$ cat src/hw/rtl/vcp_pkg.sv
// Shared types, codes and helpers for the Verlet constraint step block.
package vcp_pkg;

  localparam int FRAC = 16;
  localparam logic signed [17:0] HALF = 18'sd32768;

  localparam logic [2:0] REQ_WR_POINT = 3'd0;
  localparam logic [2:0] REQ_WR_CON   = 3'd1;
  localparam logic [2:0] REQ_WR_LIM   = 3'd2;
  localparam logic [2:0] REQ_STEP     = 3'd3;
  localparam logic [2:0] REQ_RD_POINT = 3'd4;

  localparam logic [2:0] CFG_GRAV_X  = 3'd0;
  localparam logic [2:0] CFG_GRAV_Y  = 3'd1;
  localparam logic [2:0] CFG_GRAV_Z  = 3'd2;
  localparam logic [2:0] CFG_PASSES  = 3'd3;
  localparam logic [2:0] CFG_NPOINT  = 3'd4;
  localparam logic [2:0] CFG_NCON    = 3'd5;
  localparam logic [2:0] CFG_NLIM    = 3'd6;

  typedef logic signed [31:0] coord_t;
  typedef coord_t [2:0] vec_t;

  typedef struct packed {
    logic [2:0]          req_type;
    logic [5:0]          index;
    logic signed [31:0]  cur_x;
    logic signed [31:0]  cur_y;
    logic signed [31:0]  cur_z;
    logic signed [31:0]  prev_x;
    logic signed [31:0]  prev_y;
    logic signed [31:0]  prev_z;
    logic [5:0]          point_a;
    logic [5:0]          point_b;
    logic [30:0]         amount;
  } req_t;

  typedef struct packed {
    logic                status;
    logic [5:0]          echo_index;
    logic signed [31:0]  out_cur_x;
    logic signed [31:0]  out_cur_y;
    logic signed [31:0]  out_cur_z;
    logic signed [31:0]  out_prev_x;
    logic signed [31:0]  out_prev_y;
    logic signed [31:0]  out_prev_z;
  } res_t;

  typedef struct packed {
    logic [5:0]  a;
    logic [5:0]  b;
    logic [30:0] rest;
  } con_t;

  typedef struct packed {
    logic [5:0]  pt;
    logic [30:0] cap;
  } lim_t;

  typedef struct packed {
    logic start;
    logic sqrt;
  } iter_req_t;

  function automatic coord_t sat32(input logic signed [63:0] v);
    coord_t r;
    if (v > 64'sd2147483647) begin
      r = 32'sh7fffffff;
    end else if (v < -64'sd2147483648) begin
      r = 32'sh80000000;
    end else begin
      r = v[31:0];
    end
    return r;
  endfunction

endpackage

$ cat src/hw/rtl/vcp_mul.sv
// Shared registered signed multiplier.
module vcp_mul import vcp_pkg::*; (
  input  logic               clk_i,
  input  logic signed [33:0] a_i,
  input  logic signed [33:0] b_i,
  output logic signed [67:0] p_o
);

  logic signed [67:0] p_q;

  always_ff @(posedge clk_i) begin
    p_q <= 68'(a_i) * 68'(b_i);
  end

  assign p_o = p_q;

endmodule

$ cat config.mk
export PLATFORM = sky130hd
export DESIGN_NAME = vcp_mul
export DESIGN_NICKNAME = d
export VERILOG_FILES = /design/src/hw/rtl/vcp_pkg.sv /design/src/hw/rtl/vcp_mul.sv
export SDC_FILE = /design/constraint.sdc
export NUM_CORES = 2
export LEC_CHECK = 0
export ABC_AREA = 1
export BUFFER_PORTS_ARGS = -buffer_cell sky130_fd_sc_hd__buf_2
export CAP_MARGIN = 20
export CORE_MARGIN = 2
export CORE_UTILIZATION = 55
export CTS_BUF_LIST = sky130_fd_sc_hd__clkbuf_4 sky130_fd_sc_hd__clkbuf_8 sky130_fd_sc_hd__clkbuf_16
export DETAILED_ROUTE_END_ITERATION = 7
export PLACE_DENSITY = 0.76
export SLEW_MARGIN = 20
export SYNTH_ARGS = -nofsm -noshare
export SYNTH_HDL_FRONTEND = slang
export SYNTH_SLANG_ARGS = --single-unit
$ cat constraint.sdc
create_clock -name clk_i -period 19.4 [get_ports clk_i]
set_input_delay 3.88 -clock clk_i [delete_from_list [all_inputs] [get_ports clk_i]]
set_output_delay 3.88 -clock clk_i [all_outputs]
set_load 0.02 [all_outputs]
==> results.toml <==
[status]
outcome = "finished, final reports clean"

[layout]
fin_nets = 7376
finish.utilization_pct = 57.18
area.growth.synth_to_final_pct = 3.191
largest_reg_flops = 68
fin_cells = 6952
drive_above_1_share_pct = 3.886
fill_cells = 7540

[logic_synthesis]
seq_area_frac_synth_pct = 2.945
dominantRegCellSynth = "dfxtp_1"
synth-compound-area-share_pct = 1.131
synth_top_family_by_area = "adder cells"
synth_xor_area_share_pct = 0.6632
synth_async_sr_flop_share_pct = 0
synth_edf_count = 0
synth-adder-area-share_pct = 59.27
yosysWarnings = 0
synthCells = 5972
muxShareOfSynthArea_pct = 0
synth_cell_types = 32
yosys_register_bits = 68
synth.net_count = 7486
yosys.area_share.simple_pct = 16.58
synth_area_per_cell_um2 = 7.740
syn_area_mm2 = 0.04622

[place]
dp_cells = 6930
dp_hpwl_mm = 102.8
numPortBuffers = 136
gp_congestion = 0.9857

[detailed_routing]
ant_nets = 0
drcViolationCount = 0
vias_per_cell = 5.075
wl_per_cell_um = 17.24
drtPass1Iterations = 6
drt-total-wl_mm = 119.9
dr_total_vias = 35283
drt_iter0_drc = 2242

[grt]
grt_usage_pct = 29.67
grt_overflow_total = 0
grt_pass1_wl_mm = 201.2
grt_max_degree = 36
antenna_found_initial = 7
grt_pass1_vias = 39194

[clock_network]
path_clk_slew_ns = 0.06
cts_sinks = 68
cts-hold-fix-buffers = 0
cts_setup_buffers = 0
clockBufferDepth = 2
numCtsBuffers = 9
cts_tree = "done"
htree_levels = 3
cts_resized = 0
cts_root_buf = "clkbuf_16"

[timing]
grt_setup_unrepaired = "false"
hold_viol = 0
fin_crit_ns = 11.22
max_freq_mhz = 89.16
final.setup.tns_ns = 0
hold_ws_ns = 4.108
setup_viol = 0
timing.final.crit_share_pct = 57.81
max_slew_margin_pct = 34.26
worst_slew_pin_slew_ns = 0.9862
drv_slew = 0

[worst_setup_path]
crit_chain = "buf_2 > nand2_1 > fa_1 > fa_1 > inv_1 > fa_1 > inv_1 > fa_1 > fa_1 > fa_1 > fa_1 > fa_1 > inv_1 > ha_1 > nand2_1 > nor2_1 > inv_1 > nor2_1 > nand2_1 > nor3_1 > nand2_1 > nand4_1 > nand2_1"
cp_slowest_cell = "fa_1"
start_kind = "input pin"
end_kind = "register"
critPathLaunch = "b_i[10]"
cp.depth = 23
crit_family = "adder cells"
worstPathMaxFanout = 34
cp_common_cell = "fa_1"
cp.required_ns = 19.64
arrival_ns = 11.46
worst-setup-path-type = "in -> reg"
worstSetupEndpoint = "p_o[60]"
crit_buf_inv = 5
slowest_delay_ns = 0.90

[die]
row_count = 106
die_w_um = 293.9
dieArea_mm2 = 0.08638
fp.dieH_um = 293.9
coreArea_mm2 = 0.08342
io_pins = 137
start_util_pct = 55.41

[job]
cap_violations = 0

[worst_hold_path]
hold_class = "in -> reg"
## cell usage after synthesis, drive strengths merged (22+ instances only)
| cell type | number | share of area, % |
|---|---|---|
| a21oi | 63 | 0.71 |
| clkbuf | 269 | 2.2 |
| dfxtp | 68 | 2.9 |
| fa | 1241 | 54 |
| ha | 204 | 5.5 |
| inv | 2119 | 17 |
| nand2 | 1683 | 14 |
| nand3 | 77 | 0.91 |
| nor2 | 124 | 1.1 |
| nor3 | 22 | 0.34 |
| xor2 | 33 | 0.63 |
## how the worst min path moves through the flow
stage | startpoint | end | slack (ns) | cells past startpoint
after detailed placement | p_o[15] | p_o[15] | 4.29 | 1
after CTS | a_i[0] | p_o[0] | 4.12 | 4
after floorplan | a_i[0] | p_o[0] | 4.16 | 3
final | a_i[0] | p_o[0] | 4.11 | 4
after global routing | b_i[0] | p_o[0] | 4.12 | 4
after global placement | p_o[7] | p_o[7] | 4.30 | 1
## per-layer routing
metal  global-route usage (%)  vias to the layer above  part of all wire (%)
met5                        0                        -                 0.022
met4                    12.72                        4                   4.8
met3                    2.870                      368                   6.0
met2                    54.22                     1368                    52
met1                    35.62                    17750                    37
li1                         -                    15793                     -
## layout make-up
type                       instances  area (um2)  share of cell area, %
inverter                        2119        7954                  16.68
multi-input combinational       3514       35890                  75.25
timing repair buffer             150       805.8                  1.689
clock inverter                     6       87.58                 0.1836
clock buffer                      10       232.7                 0.4879
antenna                            5       12.51                0.02623
sequential                        68        1361                  2.854
tap                             1080        1351                  2.833
## logic make-up (layout without fill, tap and decap cells)
group | Yosys count | count (layout)
DFF | 68 | 68
xor gates and xnor gates | 35 | 35
buffers and inverters | 2390 | 2285
AOI/OAI and AO/OA | 95 | 95
adders and majority gates | 1445 | 1445
and+or+nand+nor | 1939 | 1939
other | 0 | 5
## stage by stage
step                worst slack, ns  cell area (um2)
global placement              7.712            47340
detailed placement            7.566            47340
global route                  7.707            47700
floorplan                     8.697            46220
CTS                           7.887            47660
finish                        8.184            47700
## cells in the final DEF (no fill, tap or decap), types with 2 or more instances in the layout
| master | instances |
|---|---|
| a21oi_1 | 59 |
| a21oi_2 | 4 |
| buf_2 | 136 |
| buf_4 | 13 |
| bufinv_16 | 2 |
| clkbuf_16 | 9 |
| clkinv_2 | 2 |
| dfxtp_1 | 68 |
| diode_2 | 5 |
| fa_1 | 1240 |
| ha_1 | 204 |
| inv_1 | 2116 |
| inv_2 | 3 |
| nand2_1 | 1661 |
| nand2_2 | 20 |
| nand2_4 | 2 |
| nand3_1 | 70 |
| nand3_2 | 7 |
| nand3b_1 | 3 |
| nand4_1 | 19 |
| nor2_1 | 115 |
| nor2_2 | 9 |
| nor3_1 | 15 |
| nor3_2 | 5 |
| nor3_4 | 2 |
| o21ai_0 | 18 |
| o21bai_1 | 11 |
| or2_2 | 8 |
| xnor2_1 | 2 |
| xor2_1 | 33 |
Power is left out: the tool's default activity adds up to more than one toggle a clock period on the data nets, which glitch-free logic cannot reach.
