[src/hw/rtl/vcp_pkg.sv]
// Shared types, codes and helpers for the Verlet constraint step block.
package vcp_pkg;

  localparam int FRAC = 16;
  localparam logic signed [17:0] HALF = 18'sd32768;

  localparam logic [2:0] REQ_WR_POINT = 3'd0;
  localparam logic [2:0] REQ_WR_CON   = 3'd1;
  localparam logic [2:0] REQ_WR_LIM   = 3'd2;
  localparam logic [2:0] REQ_STEP     = 3'd3;
  localparam logic [2:0] REQ_RD_POINT = 3'd4;

  localparam logic [2:0] CFG_GRAV_X  = 3'd0;
  localparam logic [2:0] CFG_GRAV_Y  = 3'd1;
  localparam logic [2:0] CFG_GRAV_Z  = 3'd2;
  localparam logic [2:0] CFG_PASSES  = 3'd3;
  localparam logic [2:0] CFG_NPOINT  = 3'd4;
  localparam logic [2:0] CFG_NCON    = 3'd5;
  localparam logic [2:0] CFG_NLIM    = 3'd6;

  typedef logic signed [31:0] coord_t;
  typedef coord_t [2:0] vec_t;

  typedef struct packed {
    logic [2:0]          req_type;
    logic [5:0]          index;
    logic signed [31:0]  cur_x;
    logic signed [31:0]  cur_y;
    logic signed [31:0]  cur_z;
    logic signed [31:0]  prev_x;
    logic signed [31:0]  prev_y;
    logic signed [31:0]  prev_z;
    logic [5:0]          point_a;
    logic [5:0]          point_b;
    logic [30:0]         amount;
  } req_t;

  typedef struct packed {
    logic                status;
    logic [5:0]          echo_index;
    logic signed [31:0]  out_cur_x;
    logic signed [31:0]  out_cur_y;
    logic signed [31:0]  out_cur_z;
    logic signed [31:0]  out_prev_x;
    logic signed [31:0]  out_prev_y;
    logic signed [31:0]  out_prev_z;
  } res_t;

  typedef struct packed {
    logic [5:0]  a;
    logic [5:0]  b;
    logic [30:0] rest;
  } con_t;

  typedef struct packed {
    logic [5:0]  pt;
    logic [30:0] cap;
  } lim_t;

  typedef struct packed {
    logic start;
    logic sqrt;
  } iter_req_t;

  function automatic coord_t sat32(input logic signed [63:0] v);
    coord_t r;
    if (v > 64'sd2147483647) begin
      r = 32'sh7fffffff;
    end else if (v < -64'sd2147483648) begin
      r = 32'sh80000000;
    end else begin
      r = v[31:0];
    end
    return r;
  endfunction

endpackage

[src/hw/rtl/vcp_iter.sv]
// Bit-serial unit: 64/64 restoring divide or 64-bit integer square root.
module vcp_iter import vcp_pkg::*; (
  input  logic        clk_i,
  input  logic        rst_ni,
  input  iter_req_t   req_i,
  input  logic [63:0] a_i,
  input  logic [63:0] b_i,
  output logic        done_o,
  output logic [63:0] q_o
);

  localparam logic [6:0] DIV_STEPS  = 7'd64;
  localparam logic [6:0] SQRT_STEPS = 7'd32;

  logic        run_q, done_q, sq_q;
  logic [6:0]  cnt_q;
  logic [63:0] x_q, d_q, q_q;
  logic [64:0] rem_q;
  logic [65:0] rem_sh, trial, rem_d;
  logic        ge;

  always_comb begin
    if (sq_q) begin
      rem_sh = {rem_q[63:0], x_q[63:62]};
      trial  = {q_q, 2'b01};
    end else begin
      rem_sh = {rem_q, x_q[63]};
      trial  = {2'b00, d_q};
    end
    ge    = (rem_sh >= trial);
    rem_d = ge ? (rem_sh - trial) : rem_sh;
  end

  always_ff @(posedge clk_i or negedge rst_ni) begin
    if (!rst_ni) begin
      run_q  <= 1'b0;
      done_q <= 1'b0;
      cnt_q  <= '0;
    end else begin
      done_q <= 1'b0;
      if (req_i.start) begin
        run_q <= 1'b1;
        cnt_q <= req_i.sqrt ? SQRT_STEPS : DIV_STEPS;
      end else if (run_q) begin
        cnt_q <= cnt_q - 7'd1;
        if (cnt_q == 7'd1) begin
          run_q  <= 1'b0;
          done_q <= 1'b1;
        end
      end
    end
  end

  always_ff @(posedge clk_i) begin
    if (req_i.start) begin
      sq_q  <= req_i.sqrt;
      x_q   <= a_i;
      d_q   <= b_i;
      rem_q <= '0;
      q_q   <= '0;
    end else if (run_q) begin
      rem_q <= rem_d[64:0];
      q_q   <= {q_q[62:0], ge};
      x_q   <= sq_q ? {x_q[61:0], 2'b00} : {x_q[62:0], 1'b0};
    end
  end

  assign done_o = done_q;
  assign q_o    = q_q;

endmodule

[config.mk]
export PLATFORM = sky130hd
export DESIGN_NAME = vcp_iter
export DESIGN_NICKNAME = d
export VERILOG_FILES = /design/src/hw/rtl/vcp_pkg.sv /design/src/hw/rtl/vcp_iter.sv
export SDC_FILE = /design/constraint.sdc
export NUM_CORES = 1
export LEC_CHECK = 0
export BUFFER_PORTS_ARGS = -buffer_cell sky130_fd_sc_hd__clkbuf_2
export CORE_ASPECT_RATIO = 1.75
export CORE_MARGIN = 3
export CORE_UTILIZATION = 45
export CTS_CLUSTER_SIZE = 30
export DETAILED_ROUTE_END_ITERATION = 10
export PLACE_DENSITY_LB_ADDON = 0.12
export SLEW_MARGIN = 0
export SYNTH_ARGS = -nofsm -noshare
export SYNTH_HDL_FRONTEND = slang
export SYNTH_SLANG_ARGS = --single-unit
[constraint.sdc]
create_clock -name clk_i -period 9.2 [get_ports clk_i]
set_clock_uncertainty 0.2 [all_clocks]
set_input_delay 1.84 -clock clk_i [delete_from_list [all_inputs] [get_ports clk_i]]
set_output_delay 1.84 -clock clk_i [all_outputs]
set_load 0.05 [all_outputs]
==> impl_results.md <==
* Power share of the clock group at roughly 20%
* Reg-to-reg critical path startpoint: sq_q
* Port bufs at between 150 and 200
* Post-CTS Resized at 0
* # H-tree levels at 1
* Wire length per cell at ~18 um
* GRT Util Overall at about a fifth
* Core area at between 30000 and 40000 um^2
* Tcrit/Tclk final at about three fifths
* Combinational family with the most area after synthesis: multiplexers
* Reg2Reg Depth at 13
* Vias per inst at 5.60
* FP Rows at 90
* Post-synthesis compound-gate area fraction at 16.1%
* Main synth FF type: edfxtp_1
* PnR worst setup slack at approximately 3.6 ns
* Post-Route WL at between 40 and 50 mm
* Mapped Nets at 1881
* First-pass GRT wire length at ~66 mm
* Pre-CTS WS at ~3.6 ns
* DP Cell Count at about 2200
* Synthesized area at ~16000 um^2
* Status: finished clean
* Clock sink count at roughly 270
* Worst endpoint required time at between 9 and 10 ns
* Die Area at between 30000 and 40000 um^2
* Async set-reset flop share out of synthesis at between 3 and 4%
* RSZ-0062 raised after global routing: false
* Die height at about 260 um
* Clock root cell: clkbuf_16
* Commonest non-fill, non-tap cell in the layout: nand2_1
* Clk buf depth at 3
* Worst-path maximum fanout at between 150 and 200
* Syn-to-layout area delta at 12.6%
* Horiz. Die Dim at around 150 um
* Antenna violations before repair at 0
* Hold Violations, Final at 0
* Post-synthesis sequential area ratio at between 40% and 50%
* Type of origin of the critical path: flip-flop
* Hold Path Sink: rem_q[64]
* Cts hold-fix bufs at 0
* I/O pin count at 197
* Fraction of layout cells with a size suffix above 1 at a little under a fifth
* Sw frac at about two fifths
* Fin cells at approximately 2300
* N_diodes at 0
* Internal power at 3.06 mW
* NetSw at 2.15 mW
* Worst EP arrival at between 5 and 6 ns
* Final nets at 2001
* Static leakage at about 8.2 nW
* Postcts setup bufs at 0
* Slew Limit Fails at 0
* Crit Path Class: flip-flop to flip-flop
* Synth Instances at approximately 1700
* Mux cell area share after synthesis at 16.5%
* DR vias at between 10000 and 15000
* Synthesized area per cell at approximately 9.5 um^2
* Peak VDD IR at ~0.18 mV
* Total power at around 5.2 mW
* Total CTS buffers at 26
* Synth cell types at 77
* Tightest Pin Transition at about 1.2 ns
* Met2 global-route usage at between 40% and 50%
* Final min period at 5.58 ns
* Fillcell total at between 3000 and 4000
* GPL Wtd Cong at about 0.92
* Worst Hold Path Cells at 2
* Logic pwr share at 49.4%
* Final core occ at between 50 and 60%
* Part of the power in registers at a little under a third
* Vias in the first global route at between 10000 and 15000
* Antenna Nets Post-Route at 0
* Pwr dens at around 290 nW/um^2
* R2R Path End: rem_q[51]
* Overflow after GRT at 0
* Xor/xnor share of the synthesized area at between 3 and 4%
* Largest net degree at the start of global routing at around 160
* Simple-Gate Fraction of Synth Area at 13.3%
* Synth Area in Adders at 5.45%
* Most frequent cells in the layout: 208 x nand2_1, 195 x clkbuf_2, 193 x mux2i_1
* Global routing's busiest layer: met2
* Final setup vio count at 0
* Met1 usage at a little under a quarter
* Ys Warns at 0
* Met3 Resource Use GR at under 10%
* Synth Register Bits at ~270
* Min-delay src: rem_q[64]
* Hold Crit Class: flip-flop to flip-flop
* Reg2reg setup slack at between 3 and 4 ns
* DP HPWL at 29.6 mm
* Worst slew margin at a little under a quarter
* Total of max-cap violations at 0
* Post-synth EDFFs at approximately 130
* TritonCTS clock tree: yes
* 1st-iter DRT viols at between 500 and 600
* Initial Util at a little under half
* DRC at 0
* Final setup TNS at 0 ns
* Clock Latency Late Sink at 0.55 ns
* 1st-pass router iterations at 5
* Critical Path Sink Type: flip-flop
* Max Clock Freq at ~0.18 GHz
* Worst-path clk slew at 0.07 ns
power groups by stage:
stage,Sequential [mW],Combinational (mW),Clock [mW]
2_1_floorplan,1.56,2.01,0
3_5_place_dp,1.60,2.56,0
3_3_place_gp,1.59,2.55,0
4_1_cts,1.57,2.57,1.10
6_report,1.57,2.57,1.06
5_1_grt,1.60,2.86,1.14
cell families after synthesis:
| family | after synthesis |
|---|---|
| buf+inv | 135 |
| flops | 267 |
| mux | 256 |
| fa+ha+maj | 69 |
| xor+xnor | 60 |
| simple gates | 494 |
| compound gates | 399 |
stage by stage:
| step | hold WS (ns) | instance area [um^2] |
|---|---|---|
| CTS | 0.286 | 18000 |
| floorplan | 0.252 | 16000 |
| global route | 0.313 | 18000 |
| finish | 0.282 | 18000 |
| detailed placement | 0.276 | 17200 |
| global placement | 0.274 | 17200 |
layer usage:
layer	up-vias	part of all wire (%)
met3	82	4.4
li1	6378	-
met1	6034	38
met5	-	0
met4	0	3.0
met2	268	55
final cells by class:
type                       count  area [um^2]  area share [%]
clock buffer                  34          722            4.01
sequential                   267         6690            37.1
multi-input combinational   1278         8740            48.6
tap                          460          576            3.20
inverter                      20         75.1           0.417
timing repair buffer         207         1090            6.03
clock inverter                14          113           0.626
registers in the layout (all words and copies together) (netlist names):
signal  cells
cnt_q       7
rem_q      65
done_o      1
d_q        64
x_q        64
run_q       1
q_o        64
sq_q        1
worst max-delay path, cell delays in order, from the launching register on:
cell       delay, ns
edfxtp_1        0.40
buf_12          0.56
mux2_2          0.44
ha_1            0.43
nand4_2         0.19
or3_1           0.39
or3_1           0.37
or2_4           0.25
o22a_1          0.18
o21ai_2         0.11
a21bo_2         0.57
buf_4           0.53
o21ai_1         0.13
a2111oi_2       0.36
Yosys cell counts, types with 7 or more instances:
library cell | instances | area, um^2
nand4_1 | 20 | 125
dfxtp_1 | 129 | 2580
o21a_1 | 8 | 60.1
ha_1 | 68 | 851
a21oi_1 | 96 | 480
clkbuf_1 | 65 | 244
or3_1 | 8 | 50.1
nor3b_1 | 7 | 52.6
nand3_1 | 22 | 110
edfxtp_1 | 129 | 3870
dfrtp_1 | 9 | 225
a311oi_1 | 34 | 298
buf_2 | 13 | 65.1
mux2_2 | 63 | 709
a211oi_1 | 22 | 165
buf_4 | 8 | 60.1
buf_1 | 27 | 101
o21ai_0 | 113 | 566
xor2_1 | 27 | 236
o21bai_1 | 16 | 120
nor2_1 | 171 | 642
o211ai_1 | 12 | 90.1
nand2_1 | 208 | 781
and2_1 | 10 | 62.6
a21o_1 | 35 | 263
inv_1 | 19 | 71.3
nor3_1 | 11 | 55.1
xnor2_1 | 33 | 289
a31oi_1 | 13 | 81.3
mux2i_1 | 193 | 1930
worst max path at each step:
stage | start | to | slack [ns] | depth (start not counted)
2_1_floorplan | sq_q | rem_q[63] | 4.54 | 16
3_3_place_gp | sq_q | rem_q[51] | 3.69 | 14
3_5_place_dp | sq_q | rem_q[51] | 3.58 | 14
4_1_cts | sq_q | rem_q[51] | 3.59 | 14
5_1_grt | sq_q | rem_q[51] | 3.24 | 14
6_report | sq_q | rem_q[51] | 3.62 | 13
Note: power is estimated with default switching activity, not from simulation.
